**config.mk**
```make
export PLATFORM = sky130hd
export DESIGN_NAME = clipped_sprite_blit_addresser
export DESIGN_NICKNAME = d
export VERILOG_FILES = /design/src/design/cspb_pkg.sv /design/src/design/cspb_fifo.sv /design/src/design/cspb_front.sv /design/src/design/cspb_back.sv /design/src/design/clipped_sprite_blit_addresser.sv
export SDC_FILE = /design/constraint.sdc
export NUM_CORES = 2
export LEC_CHECK = 0
export BUFFER_PORTS_ARGS = -buffer_cell sky130_fd_sc_hd__clkbuf_2
export CORE_MARGIN = 2
export CORE_UTILIZATION = 25
export DETAILED_ROUTE_END_ITERATION = 6
export PLACE_DENSITY = 0.47
export REMOVE_ABC_BUFFERS = 1
export SLEW_MARGIN = 20
export SYNTH_ARGS = -nofsm -noshare
export SYNTH_HDL_FRONTEND = slang
export SYNTH_SLANG_ARGS = --single-unit
```
**constraint.sdc**
```tcl
create_clock -name clock -period 34.5 [get_ports clock]
set_input_delay 3.45 -clock clock [delete_from_list [all_inputs] [get_ports clock]]
set_output_delay 3.45 -clock clock [all_outputs]
set_load 0.005 [all_outputs]
```
**src/design/cspb_pkg.sv**
```systemverilog
// ----------------------------------------------------------------------------
// cspb_pkg
// Shared types and constants of the clipped sprite blit addresser.
// ----------------------------------------------------------------------------
package cspb_pkg;

   // parameter defaults
   localparam int GFX_STORE_SIZE = 2097152;
   localparam int SHEET_COUNT    = 32;

   // pointer and sum width, enough for the largest graphics store (2^24)
   localparam int STORE_PTR_W = 24;

   // queue depths
   localparam int CMD_DEPTH = 4;
   localparam int RSP_DEPTH = 2;

   // sheet index field
   localparam int SHEET_INDEX_W = 5;

   // configuration port
   localparam int CSR_INDEX_W = 1;
   localparam int CSR_DATA_W  = 11;
   localparam logic [CSR_INDEX_W-1:0] CSR_SCREEN_WIDTH  = 1'b0;
   localparam logic [CSR_INDEX_W-1:0] CSR_SCREEN_HEIGHT = 1'b1;
   localparam logic [10:0] SCREEN_WIDTH_RESET  = 11'd320;
   localparam logic [10:0] SCREEN_HEIGHT_RESET = 11'd240;

   // operation codes
   localparam logic [1:0] OP_LOAD = 2'd0;
   localparam logic [1:0] OP_DRAW = 2'd1;
   localparam logic [1:0] OP_STEP = 2'd2;

   typedef struct packed {
      logic [1:0]               operation;
      logic signed [11:0]       x_pos;
      logic signed [11:0]       y_pos;
      logic [9:0]               rect_width;
      logic [9:0]               rect_height;
      logic [9:0]               source_x;
      logic [9:0]               source_y;
      logic [SHEET_INDEX_W-1:0] sheet_index;
      logic [10:0]              sheet_width;
      logic [20:0]              sheet_base;
   } req_item_type;

   typedef struct packed {
      logic [20:0] source_address;
      logic [19:0] dest_address;
      logic        row_end;
      logic        last;
   } rsp_item_type;

   // what the front hands to the walker
   typedef enum logic [1:0] {
      CMD_STEP,
      CMD_DRAW,
      CMD_HALT
   } cmd_kind_type;

   typedef struct packed {
      cmd_kind_type           kind;
      logic [10:0]            clipped_width;
      logic [10:0]            rows;
      logic [STORE_PTR_W-1:0] source_pointer;
      logic [19:0]            dest_pointer;
      logic signed [11:0]     source_skip;
      logic [10:0]            dest_skip;
   } cmd_type;

endpackage

```
**src/design/cspb_fifo.sv**
```systemverilog
// ----------------------------------------------------------------------------
// cspb_fifo
// Small register queue with push/full and pop/empty on either side.
// ----------------------------------------------------------------------------
module cspb_fifo #(
   parameter type item_type = logic,
   parameter int  Depth     = 2
) (
   input  logic     clock,
   input  logic     reset,
   input  logic     push,
   output logic     full,
   input  item_type push_item,
   input  logic     pop,
   output logic     empty,
   output item_type pop_item
);

   localparam int PtrW = (Depth > 1) ? $clog2(Depth) : 1;
   localparam int CntW = $clog2(Depth + 1);

   item_type          mem_ff [Depth];
   logic [PtrW-1:0]   head_ff, head_in;
   logic [PtrW-1:0]   tail_ff, tail_in;
   logic [CntW-1:0]   count_ff, count_in;
   logic              wr, rd;

   assign full     = (count_ff == CntW'(Depth));
   assign empty    = (count_ff == '0);
   assign wr       = push && !full;
   assign rd       = pop && !empty;
   assign pop_item = mem_ff[head_ff];

   always_comb begin
      head_in  = head_ff;
      tail_in  = tail_ff;
      count_in = count_ff;
      if (wr) begin
         tail_in = (tail_ff == PtrW'(Depth - 1)) ? '0 : tail_ff + PtrW'(1);
      end
      if (rd) begin
         head_in = (head_ff == PtrW'(Depth - 1)) ? '0 : head_ff + PtrW'(1);
      end
      unique case ({wr, rd})
         2'b10: count_in = count_ff + CntW'(1);
         2'b01: count_in = count_ff - CntW'(1);
         default: count_in = count_ff;
      endcase
   end

   always_ff @(posedge clock) begin
      if (reset) begin
         head_ff  <= '0;
         tail_ff  <= '0;
         count_ff <= '0;
      end else begin
         head_ff  <= head_in;
         tail_ff  <= tail_in;
         count_ff <= count_in;
      end
   end

   always_ff @(posedge clock) begin
      if (wr) begin
         mem_ff[tail_ff] <= push_item;
      end
   end

`ifndef SYNTHESIS
   a_count_bound: assert property (@(posedge clock) disable iff (reset)
      (count_ff <= CntW'(Depth)) && ((count_ff == '0) == (head_ff == tail_ff) || full))
      else $error("fifo count out of step with pointers");
`endif

endmodule

```
**src/design/cspb_front.sv**
```systemverilog
// ----------------------------------------------------------------------------
// cspb_front
// Accepts items, keeps the sheet table, clips draws and works out start
// addresses and row skips through a six stage pipeline.
// ----------------------------------------------------------------------------
module cspb_front #(
   parameter int GfxStoreSize = cspb_pkg::GFX_STORE_SIZE,
   parameter int SheetCount   = cspb_pkg::SHEET_COUNT
) (
   input  logic                  clock,
   input  logic                  reset,
   input  logic                  req_push,
   output logic                  req_full,
   input  cspb_pkg::req_item_type req_item,
   input  logic [10:0]           screen_width,
   input  logic [10:0]           screen_height,
   output logic                  cmd_push,
   input  logic                  cmd_full,
   output cspb_pkg::cmd_type     cmd_item
);

   localparam int SlotW      = (SheetCount > 1) ? $clog2(SheetCount) : 1;
   localparam int IndexCount = 2 ** cspb_pkg::SHEET_INDEX_W;
   localparam int SumW       = cspb_pkg::STORE_PTR_W;

   typedef struct packed {
      logic [10:0] width;
      logic [20:0] base;
   } sheet_entry_type;

   typedef struct packed {
      cspb_pkg::cmd_kind_type kind;
      logic [10:0] x2;
      logic [10:0] y2;
      logic [11:0] sx2;
      logic [11:0] sy2;
      logic [10:0] w2;
      logic [10:0] h2;
      logic [10:0] shw;
      logic [20:0] base;
   } clip_type;

   typedef struct packed {
      cspb_pkg::cmd_kind_type kind;
      logic [10:0]        x2;
      logic [10:0]        w2;
      logic [10:0]        h2;
      logic [11:0]        sx2;
      logic [20:0]        base;
      logic [22:0]        p_src;
      logic [21:0]        p_dst;
      logic signed [11:0] sskip;
      logic [10:0]        dskip;
   } prod_type;

   typedef struct packed {
      cspb_pkg::cmd_kind_type kind;
      logic [10:0]        w2;
      logic [10:0]        h2;
      logic signed [11:0] sskip;
      logic [10:0]        dskip;
      logic [SumW-1:0]    src_sum;
      logic [19:0]        dst;
   } addr_type;

   // sheet index taken modulo the table depth
   logic [SlotW-1:0] slot_map [IndexCount];
   for (genvar i = 0; i < IndexCount; i++) begin : g_slot
      assign slot_map[i] = SlotW'(i % SheetCount);
   end

   sheet_entry_type        sheet_mem_ff [SheetCount];
   logic [SlotW-1:0]       slot;
   logic                   advance, accept;

   logic                   s1_valid_ff, s1_valid_in;
   cspb_pkg::req_item_type s1_ff;
   sheet_entry_type        s1_entry_ff;
   logic                   s2_valid_ff, s3_valid_ff, s4_valid_ff, s5_valid_ff, s6_valid_ff;
   clip_type               s2_ff, s2_in;
   prod_type               s3_ff, s3_in;
   addr_type               s4_ff, s4_in;
   addr_type               s5_ff, s5_in;
   addr_type               s6_ff, s6_in;

   // one store-size subtraction per weight, four weights a stage
   function automatic logic [SumW-1:0] reduce4(input logic [SumW-1:0] v, input int low);
      logic [31:0] r;
      logic [31:0] m;
      r = 32'(v);
      for (int k = 3; k >= 0; k--) begin
         m = 32'(GfxStoreSize) << (k + low);
         if (r >= m) begin
            r = r - m;
         end
      end
      return r[SumW-1:0];
   endfunction

   assign slot     = slot_map[req_item.sheet_index];
   assign advance  = !s6_valid_ff || !cmd_full;
   assign req_full = !advance;
   assign accept   = req_push && advance;
   assign s1_valid_in = accept &&
                        (req_item.operation == cspb_pkg::OP_DRAW ||
                         req_item.operation == cspb_pkg::OP_STEP);

   always_ff @(posedge clock) begin
      if (accept && req_item.operation == cspb_pkg::OP_LOAD) begin
         sheet_mem_ff[slot] <= '{width: req_item.sheet_width, base: req_item.sheet_base};
      end
   end

   always_ff @(posedge clock) begin
      if (advance) begin
         s1_ff       <= req_item;
         s1_entry_ff <= sheet_mem_ff[slot];
      end
   end

   // clip against all four screen edges
   always_comb begin
      logic signed [13:0] x_e, y_e, w_e, h_e, sw_e, sh_e;
      logic signed [13:0] w1, h1, w2, h2, sx2, sy2;
      x_e  = 14'(s1_ff.x_pos);
      y_e  = 14'(s1_ff.y_pos);
      w_e  = $signed({4'b0, s1_ff.rect_width});
      h_e  = $signed({4'b0, s1_ff.rect_height});
      sw_e = $signed({3'b0, screen_width});
      sh_e = $signed({3'b0, screen_height});
      w1   = (w_e + x_e > sw_e) ? sw_e - x_e : w_e;
      h1   = (h_e + y_e > sh_e) ? sh_e - y_e : h_e;
      sx2  = $signed({4'b0, s1_ff.source_x});
      sy2  = $signed({4'b0, s1_ff.source_y});
      w2   = w1;
      h2   = h1;
      s2_in.x2 = x_e[10:0];
      s2_in.y2 = y_e[10:0];
      if (x_e < 0) begin
         sx2 = sx2 - x_e;
         w2  = w1 + x_e;
         s2_in.x2 = '0;
      end
      if (y_e < 0) begin
         sy2 = sy2 - y_e;
         h2  = h1 + y_e;
         s2_in.y2 = '0;
      end
      s2_in.sx2  = sx2[11:0];
      s2_in.sy2  = sy2[11:0];
      s2_in.w2   = w2[10:0];
      s2_in.h2   = h2[10:0];
      s2_in.shw  = s1_entry_ff.width;
      s2_in.base = s1_entry_ff.base;
      priority if (s1_ff.operation == cspb_pkg::OP_STEP) begin
         s2_in.kind = cspb_pkg::CMD_STEP;
      end else if (w2 <= 0 || h2 <= 0) begin
         s2_in.kind = cspb_pkg::CMD_HALT;
      end else begin
         s2_in.kind = cspb_pkg::CMD_DRAW;
      end
   end

   always_comb begin
      s3_in.kind  = s2_ff.kind;
      s3_in.x2    = s2_ff.x2;
      s3_in.w2    = s2_ff.w2;
      s3_in.h2    = s2_ff.h2;
      s3_in.sx2   = s2_ff.sx2;
      s3_in.base  = s2_ff.base;
      s3_in.p_src = 23'(s2_ff.shw) * 23'(s2_ff.sy2);
      s3_in.p_dst = 22'(screen_width) * 22'(s2_ff.y2);
      s3_in.sskip = $signed({1'b0, s2_ff.shw}) - $signed({1'b0, s2_ff.w2});
      s3_in.dskip = screen_width - s2_ff.w2;
   end

   always_comb begin
      logic [21:0] dst_full;
      dst_full        = 22'(s3_ff.x2) + s3_ff.p_dst;
      s4_in.kind      = s3_ff.kind;
      s4_in.w2        = s3_ff.w2;
      s4_in.h2        = s3_ff.h2;
      s4_in.sskip     = s3_ff.sskip;
      s4_in.dskip     = s3_ff.dskip;
      s4_in.src_sum   = SumW'(s3_ff.sx2) + SumW'(s3_ff.p_src) + SumW'(s3_ff.base);
      s4_in.dst       = dst_full[19:0];
   end

   always_comb begin
      s5_in         = s4_ff;
      s5_in.src_sum = reduce4(s4_ff.src_sum, 4);
      s6_in         = s5_ff;
      s6_in.src_sum = reduce4(s5_ff.src_sum, 0);
   end

   always_ff @(posedge clock) begin
      if (reset) begin
         s1_valid_ff <= 1'b0;
         s2_valid_ff <= 1'b0;
         s3_valid_ff <= 1'b0;
         s4_valid_ff <= 1'b0;
         s5_valid_ff <= 1'b0;
         s6_valid_ff <= 1'b0;
      end else if (advance) begin
         s1_valid_ff <= s1_valid_in;
         s2_valid_ff <= s1_valid_ff;
         s3_valid_ff <= s2_valid_ff;
         s4_valid_ff <= s3_valid_ff;
         s5_valid_ff <= s4_valid_ff;
         s6_valid_ff <= s5_valid_ff;
      end
   end

   always_ff @(posedge clock) begin
      if (advance) begin
         s2_ff <= s2_in;
         s3_ff <= s3_in;
         s4_ff <= s4_in;
         s5_ff <= s5_in;
         s6_ff <= s6_in;
      end
   end

   assign cmd_push                = s6_valid_ff;
   assign cmd_item.kind           = s6_ff.kind;
   assign cmd_item.clipped_width  = s6_ff.w2;
   assign cmd_item.rows           = s6_ff.h2;
   assign cmd_item.source_pointer = s6_ff.src_sum;
   assign cmd_item.dest_pointer   = s6_ff.dst;
   assign cmd_item.source_skip    = s6_ff.sskip;
   assign cmd_item.dest_skip      = s6_ff.dskip;

`ifndef SYNTHESIS
   // step items may carry unknown sheet data, so compare with case equality
   a_hold_when_blocked: assert property (@(posedge clock) disable iff (reset)
      (s6_valid_ff && cmd_full) |=> (s6_valid_ff && (s6_ff === $past(s6_ff))))
      else $error("front output changed while the command queue was full");

   a_draw_in_range: assert property (@(posedge clock) disable iff (reset)
      (s6_valid_ff && s6_ff.kind == cspb_pkg::CMD_DRAW) |->
         (s6_ff.src_sum < SumW'(GfxStoreSize) && s6_ff.w2 != '0 && s6_ff.h2 != '0))
      else $error("draw command with unreduced pointer or empty rectangle");
`endif

endmodule

```
**src/design/cspb_back.sv**
```systemverilog
// ----------------------------------------------------------------------------
// cspb_back
// Walks the clipped rectangle: one source and destination address pair for
// each step command while a draw is in progress.
// ----------------------------------------------------------------------------
module cspb_back #(
   parameter int GfxStoreSize = cspb_pkg::GFX_STORE_SIZE
) (
   input  logic                   clock,
   input  logic                   reset,
   input  logic                   cmd_empty,
   output logic                   cmd_pop,
   input  cspb_pkg::cmd_type      cmd_item,
   input  logic                   rsp_full,
   output logic                   rsp_push,
   output cspb_pkg::rsp_item_type rsp_item
);

   localparam int PtrW  = $clog2(GfxStoreSize);
   localparam int WalkW = PtrW + 2;
   localparam int ExtW  = (PtrW > 21) ? PtrW : 21;
   localparam logic signed [WalkW-1:0] StoreSize = WalkW'(GfxStoreSize);

   logic               busy_ff, busy_in;
   logic [10:0]        width_ff, width_in;
   logic [10:0]        cols_ff, cols_in;
   logic [10:0]        rows_ff, rows_in;
   logic [PtrW-1:0]    sptr_ff, sptr_in;
   logic [19:0]        dptr_ff, dptr_in;
   logic signed [11:0] sskip_ff, sskip_in;
   logic [10:0]        dskip_ff, dskip_in;

   logic                    row_end, last_pixel;
   logic signed [WalkW-1:0] src_raw, src_wrap;
   logic [19:0]             dst_next;
   logic [ExtW-1:0]         sptr_ext;

   assign row_end    = (cols_ff <= 11'd1);
   assign last_pixel = row_end && (rows_ff <= 11'd1);

   // next source address, wrapped once either way around the store
   always_comb begin
      logic signed [WalkW-1:0] skip_s;
      skip_s  = row_end ? WalkW'(sskip_ff) : '0;
      src_raw = $signed({2'b00, sptr_ff}) + $signed(WalkW'(1)) + skip_s;
      priority if (src_raw < 0) begin
         src_wrap = src_raw + StoreSize;
      end else if (src_raw >= StoreSize) begin
         src_wrap = src_raw - StoreSize;
      end else begin
         src_wrap = src_raw;
      end
   end

   assign dst_next = dptr_ff + 20'd1 + (row_end ? {9'b0, dskip_ff} : 20'd0);

   assign sptr_ext                = ExtW'(sptr_ff);
   assign rsp_item.source_address = sptr_ext[20:0];
   assign rsp_item.dest_address   = dptr_ff;
   assign rsp_item.row_end        = row_end;
   assign rsp_item.last           = last_pixel;

   always_comb begin
      busy_in  = busy_ff;
      width_in = width_ff;
      cols_in  = cols_ff;
      rows_in  = rows_ff;
      sptr_in  = sptr_ff;
      dptr_in  = dptr_ff;
      sskip_in = sskip_ff;
      dskip_in = dskip_ff;
      cmd_pop  = 1'b0;
      rsp_push = 1'b0;
      if (!cmd_empty) begin
         unique case (cmd_item.kind)
            cspb_pkg::CMD_DRAW: begin
               cmd_pop  = 1'b1;
               busy_in  = 1'b1;
               width_in = cmd_item.clipped_width;
               cols_in  = cmd_item.clipped_width;
               rows_in  = cmd_item.rows;
               sptr_in  = cmd_item.source_pointer[PtrW-1:0];
               dptr_in  = cmd_item.dest_pointer;
               sskip_in = cmd_item.source_skip;
               dskip_in = cmd_item.dest_skip;
            end
            cspb_pkg::CMD_HALT: begin
               cmd_pop = 1'b1;
               busy_in = 1'b0;
            end
            cspb_pkg::CMD_STEP: begin
               // a step with nothing in progress is dropped
               if (!busy_ff) begin
                  cmd_pop = 1'b1;
               end else if (!rsp_full) begin
                  cmd_pop  = 1'b1;
                  rsp_push = 1'b1;
                  sptr_in  = src_wrap[PtrW-1:0];
                  dptr_in  = dst_next;
                  if (!row_end) begin
                     cols_in = cols_ff - 11'd1;
                  end else if (last_pixel) begin
                     cols_in = '0;
                     rows_in = '0;
                     busy_in = 1'b0;
                  end else begin
                     cols_in = width_ff;
                     rows_in = rows_ff - 11'd1;
                  end
               end
            end
            default: begin
               cmd_pop = 1'b1;
            end
         endcase
      end
   end

   always_ff @(posedge clock) begin
      if (reset) begin
         busy_ff <= 1'b0;
      end else begin
         busy_ff <= busy_in;
      end
   end

   always_ff @(posedge clock) begin
      width_ff <= width_in;
      cols_ff  <= cols_in;
      rows_ff  <= rows_in;
      sptr_ff  <= sptr_in;
      dptr_ff  <= dptr_in;
      sskip_ff <= sskip_in;
      dskip_ff <= dskip_in;
   end

`ifndef SYNTHESIS
   a_push_only_busy: assert property (@(posedge clock) disable iff (reset)
      rsp_push |-> (busy_ff && cmd_pop && !rsp_full))
      else $error("pixel produced with no draw in progress");

   a_last_ends_draw: assert property (@(posedge clock) disable iff (reset)
      (rsp_push && rsp_item.last) |=> !busy_ff)
      else $error("draw still running after its last pixel");
`endif

endmodule

```
**src/design/clipped_sprite_blit_addresser.sv**
```systemverilog
// ----------------------------------------------------------------------------
// clipped_sprite_blit_addresser
// Sprite blit address generator with clipping against the screen.
// ----------------------------------------------------------------------------
// Usage:
//   req_* is a queue input: an item (load sheet entry, start draw, step) is
//   taken at an edge with req_push high and req_full low. rsp_* is a queue
//   output: the oldest pixel item sits on rsp_item while rsp_empty is low and
//   leaves at an edge with rsp_pop high. csr_* writes screen width (index 0)
//   or screen height (index 1), one register per write, only while idle; the
//   user must ensure it, the block does not. Throughput is one item per
//   cycle while req_full is low. A step item reaches rsp_item through six
//   front stages (table read, clip, multiply, sum, two store-wrap reduction
//   stages), then the command queue and the walker. Load items and steps with
//   no draw in progress give no item. When rsp_pop is held low the result
//   queue fills, the walker holds, the command queue fills and req_full
//   rises; nothing is lost. Reset empties both queues, stops any draw and
//   sets the screen size to 320 by 240. The sheet table is not cleared:
//   drawing from an entry that was never loaded gives undefined addresses.
// ----------------------------------------------------------------------------
module clipped_sprite_blit_addresser #(
   parameter int GfxStoreSize = cspb_pkg::GFX_STORE_SIZE,
   parameter int SheetCount   = cspb_pkg::SHEET_COUNT
) (
   input  logic                                clock,
   input  logic                                reset,
   input  logic                                req_push,
   output logic                                req_full,
   input  cspb_pkg::req_item_type              req_item,
   output logic                                rsp_empty,
   input  logic                                rsp_pop,
   output cspb_pkg::rsp_item_type              rsp_item,
   input  logic                                csr_write_enable,
   input  logic [cspb_pkg::CSR_INDEX_W-1:0]    csr_index,
   input  logic [cspb_pkg::CSR_DATA_W-1:0]     csr_data
);

   logic [10:0]            screen_width_ff, screen_width_in;
   logic [10:0]            screen_height_ff, screen_height_in;

   logic                   front_push, front_full;
   cspb_pkg::cmd_type      front_item;
   logic                   cmd_empty, cmd_pop;
   cspb_pkg::cmd_type      cmd_item;
   logic                   walk_push, walk_full;
   cspb_pkg::rsp_item_type walk_item;

   always_comb begin
      screen_width_in  = screen_width_ff;
      screen_height_in = screen_height_ff;
      if (csr_write_enable) begin
         unique case (csr_index)
            cspb_pkg::CSR_SCREEN_WIDTH:  screen_width_in  = csr_data;
            cspb_pkg::CSR_SCREEN_HEIGHT: screen_height_in = csr_data;
            default: ;
         endcase
      end
   end

   always_ff @(posedge clock) begin
      if (reset) begin
         screen_width_ff  <= cspb_pkg::SCREEN_WIDTH_RESET;
         screen_height_ff <= cspb_pkg::SCREEN_HEIGHT_RESET;
      end else begin
         screen_width_ff  <= screen_width_in;
         screen_height_ff <= screen_height_in;
      end
   end

   cspb_front #(
      .GfxStoreSize (GfxStoreSize),
      .SheetCount   (SheetCount)
   ) u_front (
      .clock         (clock),
      .reset         (reset),
      .req_push      (req_push),
      .req_full      (req_full),
      .req_item      (req_item),
      .screen_width  (screen_width_ff),
      .screen_height (screen_height_ff),
      .cmd_push      (front_push),
      .cmd_full      (front_full),
      .cmd_item      (front_item)
   );

   cspb_fifo #(
      .item_type (cspb_pkg::cmd_type),
      .Depth     (cspb_pkg::CMD_DEPTH)
   ) u_cmd_queue (
      .clock     (clock),
      .reset     (reset),
      .push      (front_push),
      .full      (front_full),
      .push_item (front_item),
      .pop       (cmd_pop),
      .empty     (cmd_empty),
      .pop_item  (cmd_item)
   );

   cspb_back #(
      .GfxStoreSize (GfxStoreSize)
   ) u_back (
      .clock     (clock),
      .reset     (reset),
      .cmd_empty (cmd_empty),
      .cmd_pop   (cmd_pop),
      .cmd_item  (cmd_item),
      .rsp_full  (walk_full),
      .rsp_push  (walk_push),
      .rsp_item  (walk_item)
   );

   cspb_fifo #(
      .item_type (cspb_pkg::rsp_item_type),
      .Depth     (cspb_pkg::RSP_DEPTH)
   ) u_rsp_queue (
      .clock     (clock),
      .reset     (reset),
      .push      (walk_push),
      .full      (walk_full),
      .push_item (walk_item),
      .pop       (rsp_pop),
      .empty     (rsp_empty),
      .pop_item  (rsp_item)
   );

endmodule

```
# ---- Word-level counts from Yosys, hierarchy flattened
# Memories as Yosys holds them, arrays and structs flattened. A register that Yosys moved wholly into a read port is not among the register bits.
# Index checks and enable logic that the tools add are counted.
dict set report op_classes {
  addsub 32
  mul 2
  n_lt_le_gt_ge 14
  eq_ne 16
  n_mux 60
  bitwise 3
  reduce_logical 31
}
# operator n
set op_table {}
lappend op_table {{11-bit two-way mux} 9}
lappend op_table {{21-bit two-way mux} 4}
lappend op_table {{32-bit two-way mux} 2}
lappend op_table {{14-bit two-way mux} 4}
lappend op_table {{11-bit one-hot mux with 2 select lines} 2}
lappend op_table {{21-bit one-hot mux with 2 select lines} 1}
lappend op_table {{20-bit two-way mux} 2}
lappend op_table {{20-bit one-hot mux with 2 select lines} 1}
lappend op_table {{32-bit by 22-bit >= comparator with 1-bit output, second input constant} 1}
lappend op_table {{32-bit by 23-bit >= comparator with 1-bit output, second input constant} 1}
lappend op_table {{32-bit by 23-bit subtractor with 32-bit output, second input constant} 1}
lappend op_table {{14-bit by 12-bit adder with 14-bit output} 2}
lappend op_table {{14-bit by 12-bit greater-than comparator with 1-bit output} 2}
lappend op_table {{14-bit by 1-bit <= comparator with 1-bit output, second input constant} 2}
lappend op_table {{11-bit by 12-bit adder with 13-bit output} 2}
lappend op_table {{12-bit by 12-bit subtractor with 13-bit output} 2}
lappend op_table {{24-bit by 24-bit subtractor with 25-bit output, second input constant} 1}
lappend op_table {{12-bit by 23-bit adder with 24-bit output} 1}
lappend op_table {{24-bit by 21-bit adder with 24-bit output} 1}
lappend op_table {{24-bit >= comparator, second input constant} 1}
lappend op_table {{12-bit by 1-bit < comparator with 1-bit output, second input constant} 2}
lappend op_table {{24-bit two-way mux} 1}
lappend op_table {{11-bit by 12-bit subtractor with 12-bit output} 2}
lappend op_table {{24-bit by 22-bit subtractor with 24-bit output, second input constant} 1}
lappend op_table {{other kinds (46)} 110}
dict set report word_totals {
  reg_bits 712
  ram_bits 1474
  mem_bits_ro 160
  input_bits 120
  word_cells 233
  mem_count 4
}
# memory words word_bits read_ports rd_ports_with_merged_regs write_ports line
set memory_table {}
lappend memory_table {u_front.sheet_mem_ff 32 32 1 1 1 cspb_front.sv:72} ;# sheet_entry_type sheet_mem_ff [SheetCount];
lappend memory_table {u_cmd_queue.mem_ff 4 91 1 1 1 cspb_fifo.sv:22} ;# item_type mem_ff [Depth];
lappend memory_table {{(no name shown)} 32 5 1 0 0 cspb_front.sv:100} ;# assign slot = slot_map[req_item.sheet_index];
lappend memory_table {u_rsp_queue.mem_ff 2 43 1 1 1 cspb_fifo.sv:22}

# ---- Depth between registers and ports, before layout
dict set report depth {
  depth_word 9
  depth_mapped 36
  mapped_depth_nobuf 34
}

# ---- By module
# Synthesis repeated with hierarchy kept, for this count alone.
dict set report unflattened {
  hier_cells 5776
  area_unflattened_um2 97482.2
}
# module instances cells_per_inst area_per_inst_um2 seq_area_each_um2
set by_module_without_submodules {}
lappend by_module_without_submodules {cspb_front 1 4366 73367.9 49037.0}
lappend by_module_without_submodules {{cspb_fifo (u_cmd_queue)} 1 529 13590.5 11110.7}
lappend by_module_without_submodules {cspb_back 1 634 6301.0 2932.8}
lappend by_module_without_submodules {{cspb_fifo (u_rsp_queue)} 1 160 3315.7 2682.6}
lappend by_module_without_submodules {clipped_sprite_blit_addresser 1 87 907.1 440.4}

# ---- Worst setup path before layout
# Ideal clock, no wire load.
dict set report synth_path {
  kind {reg2out}
  start {register u_cmd_queue.count_ff[2]}
  end {output port req_full}
  t_arrival_ns 18.253
  required_ns 31.050
  path_slack_ns 12.797
  path_stages_with_launch 3
  n_path_buf 0
  path_cell_list {dfxtp_1 nand3_1 inv_1}
}
dict set report synth_between {
  elab_chain_cells 4
}
# element line
set synth_lines {}
lappend synth_lines {{start: declaration} cspb_fifo.sv:25} ;# logic [CntW-1:0] count_ff, count_in;
lappend synth_lines {{start signal: assignment} cspb_fifo.sv:59} ;# count_ff <= count_in;
lappend synth_lines {{3-bit equality test} cspb_fifo.sv:28} ;# assign full = (count_ff == CntW'(Depth));
lappend synth_lines {{1-bit zero test} cspb_front.sv:101} ;# assign advance = !s6_valid_ff || !cmd_full;
lappend synth_lines {{1-bit logical OR} cspb_front.sv:101}
lappend synth_lines {{1-bit zero test} cspb_front.sv:102} ;# assign req_full = !advance;
lappend synth_lines {{end: declaration} clipped_sprite_blit_addresser.sv:28} ;# output logic req_full,
# Every way passes these cells.

==> reports/qor.json <==
{
  "outcome": {"value": "finished, final reports clean"},
  "worst_ep_arrival_time": {"value": 8.88, "unit": "ns"},
  "cts_htree_levels": {"value": 4},
  "die_x": {"value": 622, "unit": "µm"},
  "cts_buffer_depth": {"value": 4},
  "number_of_clock_sinks_seen_by_cts": {"value": 2198},
  "fillCellCount": {"value": 37758},
  "yosys_warnings": {"value": 0},
  "initial_antenna_violation_count": {"value": 33},
  "largest_net_degree_at_the_start_of_global_routing": {"value": 182},
  "setup-violations-final": {"value": 0},
  "slew_headroom": {"value": 32.4, "unit": "%"},
  "port_buffers": {"value": 164},
  "hold_buffers": {"value": 0},
  "floorplan.initialDensity": {"value": 25.2, "unit": "%"},
  "least_margin_pin_slew": {"value": 1.01, "unit": "ns"},
  "synthFlopType": {"value": "edfxtp_1"},
  "crit_slowest_cell": {"value": "nand2_1"},
  "proportion_of_synthesized_flip_flops_having_asynchronous_set_or_reset": {"value": 0, "unit": "%"},
  "routed_wl": {"value": 241000, "unit": "µm"},
  "number_of_maximum_capacitance_constraint_violations": {"value": 0},
  "post_synth_instance_area": {"value": 0.0955, "unit": "mm²"},
  "die_area": {"value": 0.387, "unit": "mm²"},
  "synth_enable_flop_cells": {"value": 2155},
  "design.portCount": {"value": 165},
  "die_height": {"value": 622, "unit": "µm"},
  "hpwlAfterDp": {"value": 156000, "unit": "µm"},
  "route.detailed.vias_per_inst": {"value": 4.40},
  "grt_first_pass_wirelength": {"value": 352000, "unit": "µm"},
  "power_report.internal_total": {"value": 5.32, "unit": "mW"},
  "final_min_period_over_clock_period": {"value": 24.0, "unit": "%"},
  "power.share.clock": {"value": 33.2, "unit": "%"},
  "initialDrtViolationCount": {"value": 3630},
  "numCtsBuffers": {"value": 231},
  "worst-path-buf-inv": {"value": 2},
  "seq_total_area_yosys": {"value": 68.7, "unit": "%"},
  "fin_nets": {"value": 6562},
  "cts.repair.resized": {"value": 0},
  "ys_ff_latch": {"value": 2198},
  "skew": {"value": 0.0914, "unit": "ns"},
  "cts_root_buffer": {"value": "clkbuf_16"},
  "synth.area.top_cells": {"value": "edfxtp_1 (68%), mux4_2 (8.1%), ha_1 (4.1%)"},
  "place_congestion": {"value": 0.821},
  "cts_clock_pin_slew_for_the_worst_setup_and_hold_paths": {"value": 0.06, "unit": "ns"},
  "finalCriticalPeriod": {"value": 8.29, "unit": "ns"},
  "worst_path_dominant_cell_family": {"value": "simple AND/OR/NAND/NOR gates"},
  "critical_path.endpoint_type": {"value": "flip-flop"},
  "grt_overflow": {"value": 0},
  "totalNegativeSetupSlack": {"value": 0, "unit": "ns"},
  "synth.top_cell.area_share": {"value": 67.8, "unit": "%"},
  "cts_setup_buffers": {"value": 0},
  "synthToLayoutAreaGrowth": {"value": 15.4, "unit": "%"},
  "worstPathRequired": {"value": 35.09, "unit": "ns"},
  "layout.core_utilization": {"value": 29.0, "unit": "%"},
  "share_seq_of_total_power": {"value": 48.3, "unit": "%"},
  "synth.lib_cells_used.distinct": {"value": 77},
  "syn_avg_cell_area": {"value": 16.9, "unit": "µm²"},
  "worstHoldPathType": {"value": "reg2reg"},
  "pwr_density_cell": {"value": 66.6, "unit": "mW/mm²"},
  "core": {"value": 0.379, "unit": "mm²"},
  "crit_path_max_cell_delay": {"value": 0.56, "unit": "ns"},
  "cp-start-kind": {"value": "flip-flop"},
  "maxSlewViolCount": {"value": 0},
  "report.final.hold_viol_count": {"value": 0},
  "drt_pass1_iterations": {"value": 6},
  "syn_inst": {"value": 5654},
  "p_sw_share": {"value": 27.5, "unit": "%"},
  "clkLatencyLatePin": {"value": 0.91, "unit": "ns"},
  "power.static_leakage": {"value": 38.0, "unit": "nW"},
  "number_of_vias_after_detailed_routing": {"value": 48995},
  "tritoncts_clock_tree": {"value": "built"},
  "gr-usage-all-layers": {"value": 12.2, "unit": "%"},
  "setup_repair_after_global_routing_missed_its_margin": {"value": "false"},
  "net-switching-power": {"value": 2.01, "unit": "mW"},
  "synth_top_cell_by_area": {"value": "edfxtp_1"},
  "wire_per_inst": {"value": 21.6, "unit": "µm"},
  "vdd_drop_max": {"value": 0.0456, "unit": "mV"},
  "final_antenna_net_count": {"value": 0},
  "placement_rows": {"value": 226},
  "drt_drc_violations_left": {"value": 0},
  "timing.setup.critical_path_class": {"value": "reg2reg"},
  "pwr-share-comb": {"value": 18.5, "unit": "%"},
  "first_global_vias": {"value": 51296},
  "fmax": {"value": 0.121, "unit": "GHz"},
  "layout-drive-gt1-share": {"value": 17.3, "unit": "%"},
  "critical_path_peak_fanout": {"value": 15}
}
## Yosys cell counts (55+ instances only)
cell,n
o21ai_0,158
inv_1,376
clkbuf_1,165
ha_1,316
mux4_2,344
edfxtp_1,2155
nand2_1,392
xor2_1,65
fa_1,194
mux2_2,63
a21oi_1,123
nor2_1,230
a22oi_1,129
xnor2_1,138
and2_1,142
nor3_1,55
## sequential cells by signal (all words and copies together) (netlist names), 12 cells and up, named ones only
name	flops
u_front.cmd_item	88
u_front.s3_ff	132
u_rsp_queue.mem_ff	86
u_back.dptr_ff	20
u_front.s2_ff	102
u_front.sheet_mem_ff	1024
u_back.sptr_ext	21
u_front.s5_ff	88
u_front.s1_ff	66
u_cmd_queue.mem_ff	352
u_front.s1_entry_ff	32
u_back.sskip_ff	12
u_front.s4_ff	88
## layout make-up
cell class | count | area, µm² | area share, %
repair buffers | 251 | 1530 | 1.39
diodes | 8 | 20.0 | 0.0182
well taps | 5016 | 6280 | 5.70
clock buffers | 279 | 6040 | 5.48
multi-input cells | 2872 | 28000 | 25.5
clock inverters | 132 | 1260 | 1.14
flip-flops and latches | 2198 | 65600 | 59.5
inverters | 378 | 1420 | 1.29
## logic make-up after synthesis
| group | share of synthesized area (%) |
|---|---|
| mux | 9.03 |
| compound gates | 4.56 |
| xor+xnor | 1.86 |
| fa+ha+maj | 8.21 |
| simple gates | 5.34 |
| flops | 68.7 |
| buf+inv | 2.31 |
## layout by cell type (no fill, tap or decap), types with 158 or more instances in the layout
master,n
nor2_1,194
nand2_1,392
inv_1,376
clkbuf_16,232
o21ai_0,158
mux4_2,344
ha_1,316
edfxtp_1,2155
fa_1,194
clkbuf_2,162
## path summary, 6_finish.rpt
path,slack [ns],cells after the start,end,startpoint
worst min-delay path,0.39,0,u_front.cmd_item[42]$_DFFE_PN_,u_front.s5_ff[19]$_DFFE_PN_
worst max-delay path,26.21,31,u_front.s2_ff[100]$_SDFFCE_PN0N_,u_front.s1_ff[90]$_DFFE_PN_
worst min register to register,0.39,0,u_front.cmd_item[42]$_DFFE_PN_,u_front.s5_ff[19]$_DFFE_PN_
worst max register to register,26.21,31,u_front.s2_ff[100]$_SDFFCE_PN0N_,u_front.s1_ff[90]$_DFFE_PN_
## metrics by stage
| stage | power (mW) | setup slack, ns | hold slack (ns) | cells | cell area [µm²] |
|---|---|---|---|---|---|
| CTS | 7.45 | 26.18 | 0.374 | 11126 | 110000 |
| floorplan | 4.46 | 12.80 | 0.400 | 5448 | 94700 |
| global route | 7.71 | 25.61 | 0.404 | 11128 | 110000 |
| global placement | 4.97 | 26.18 | 0.401 | 10715 | 103000 |
| detailed placement | 4.99 | 26.23 | 0.405 | 10715 | 103000 |
| finish | 7.33 | 26.21 | 0.389 | 11134 | 110000 |
## metal layers
layer	GRT usage [%]	vias up	wire [µm]
met1	15.9	25400	105000
li1	-	22191	-
met4	3.20	16	6350
met3	1.96	369	10500
met5	0	-	92
met2	20.9	1019	119000
## power by group through the flow
stage	logic, mW	clock network, mW	registers, mW
final	1.36	2.43	3.54
after global routing	1.53	2.61	3.57
after CTS	1.40	2.51	3.55
after detailed placement	1.39	0	3.60
after global placement	1.38	0	3.59
after floorplan	0.934	0	3.52
(Power assumes the default switching activity.)
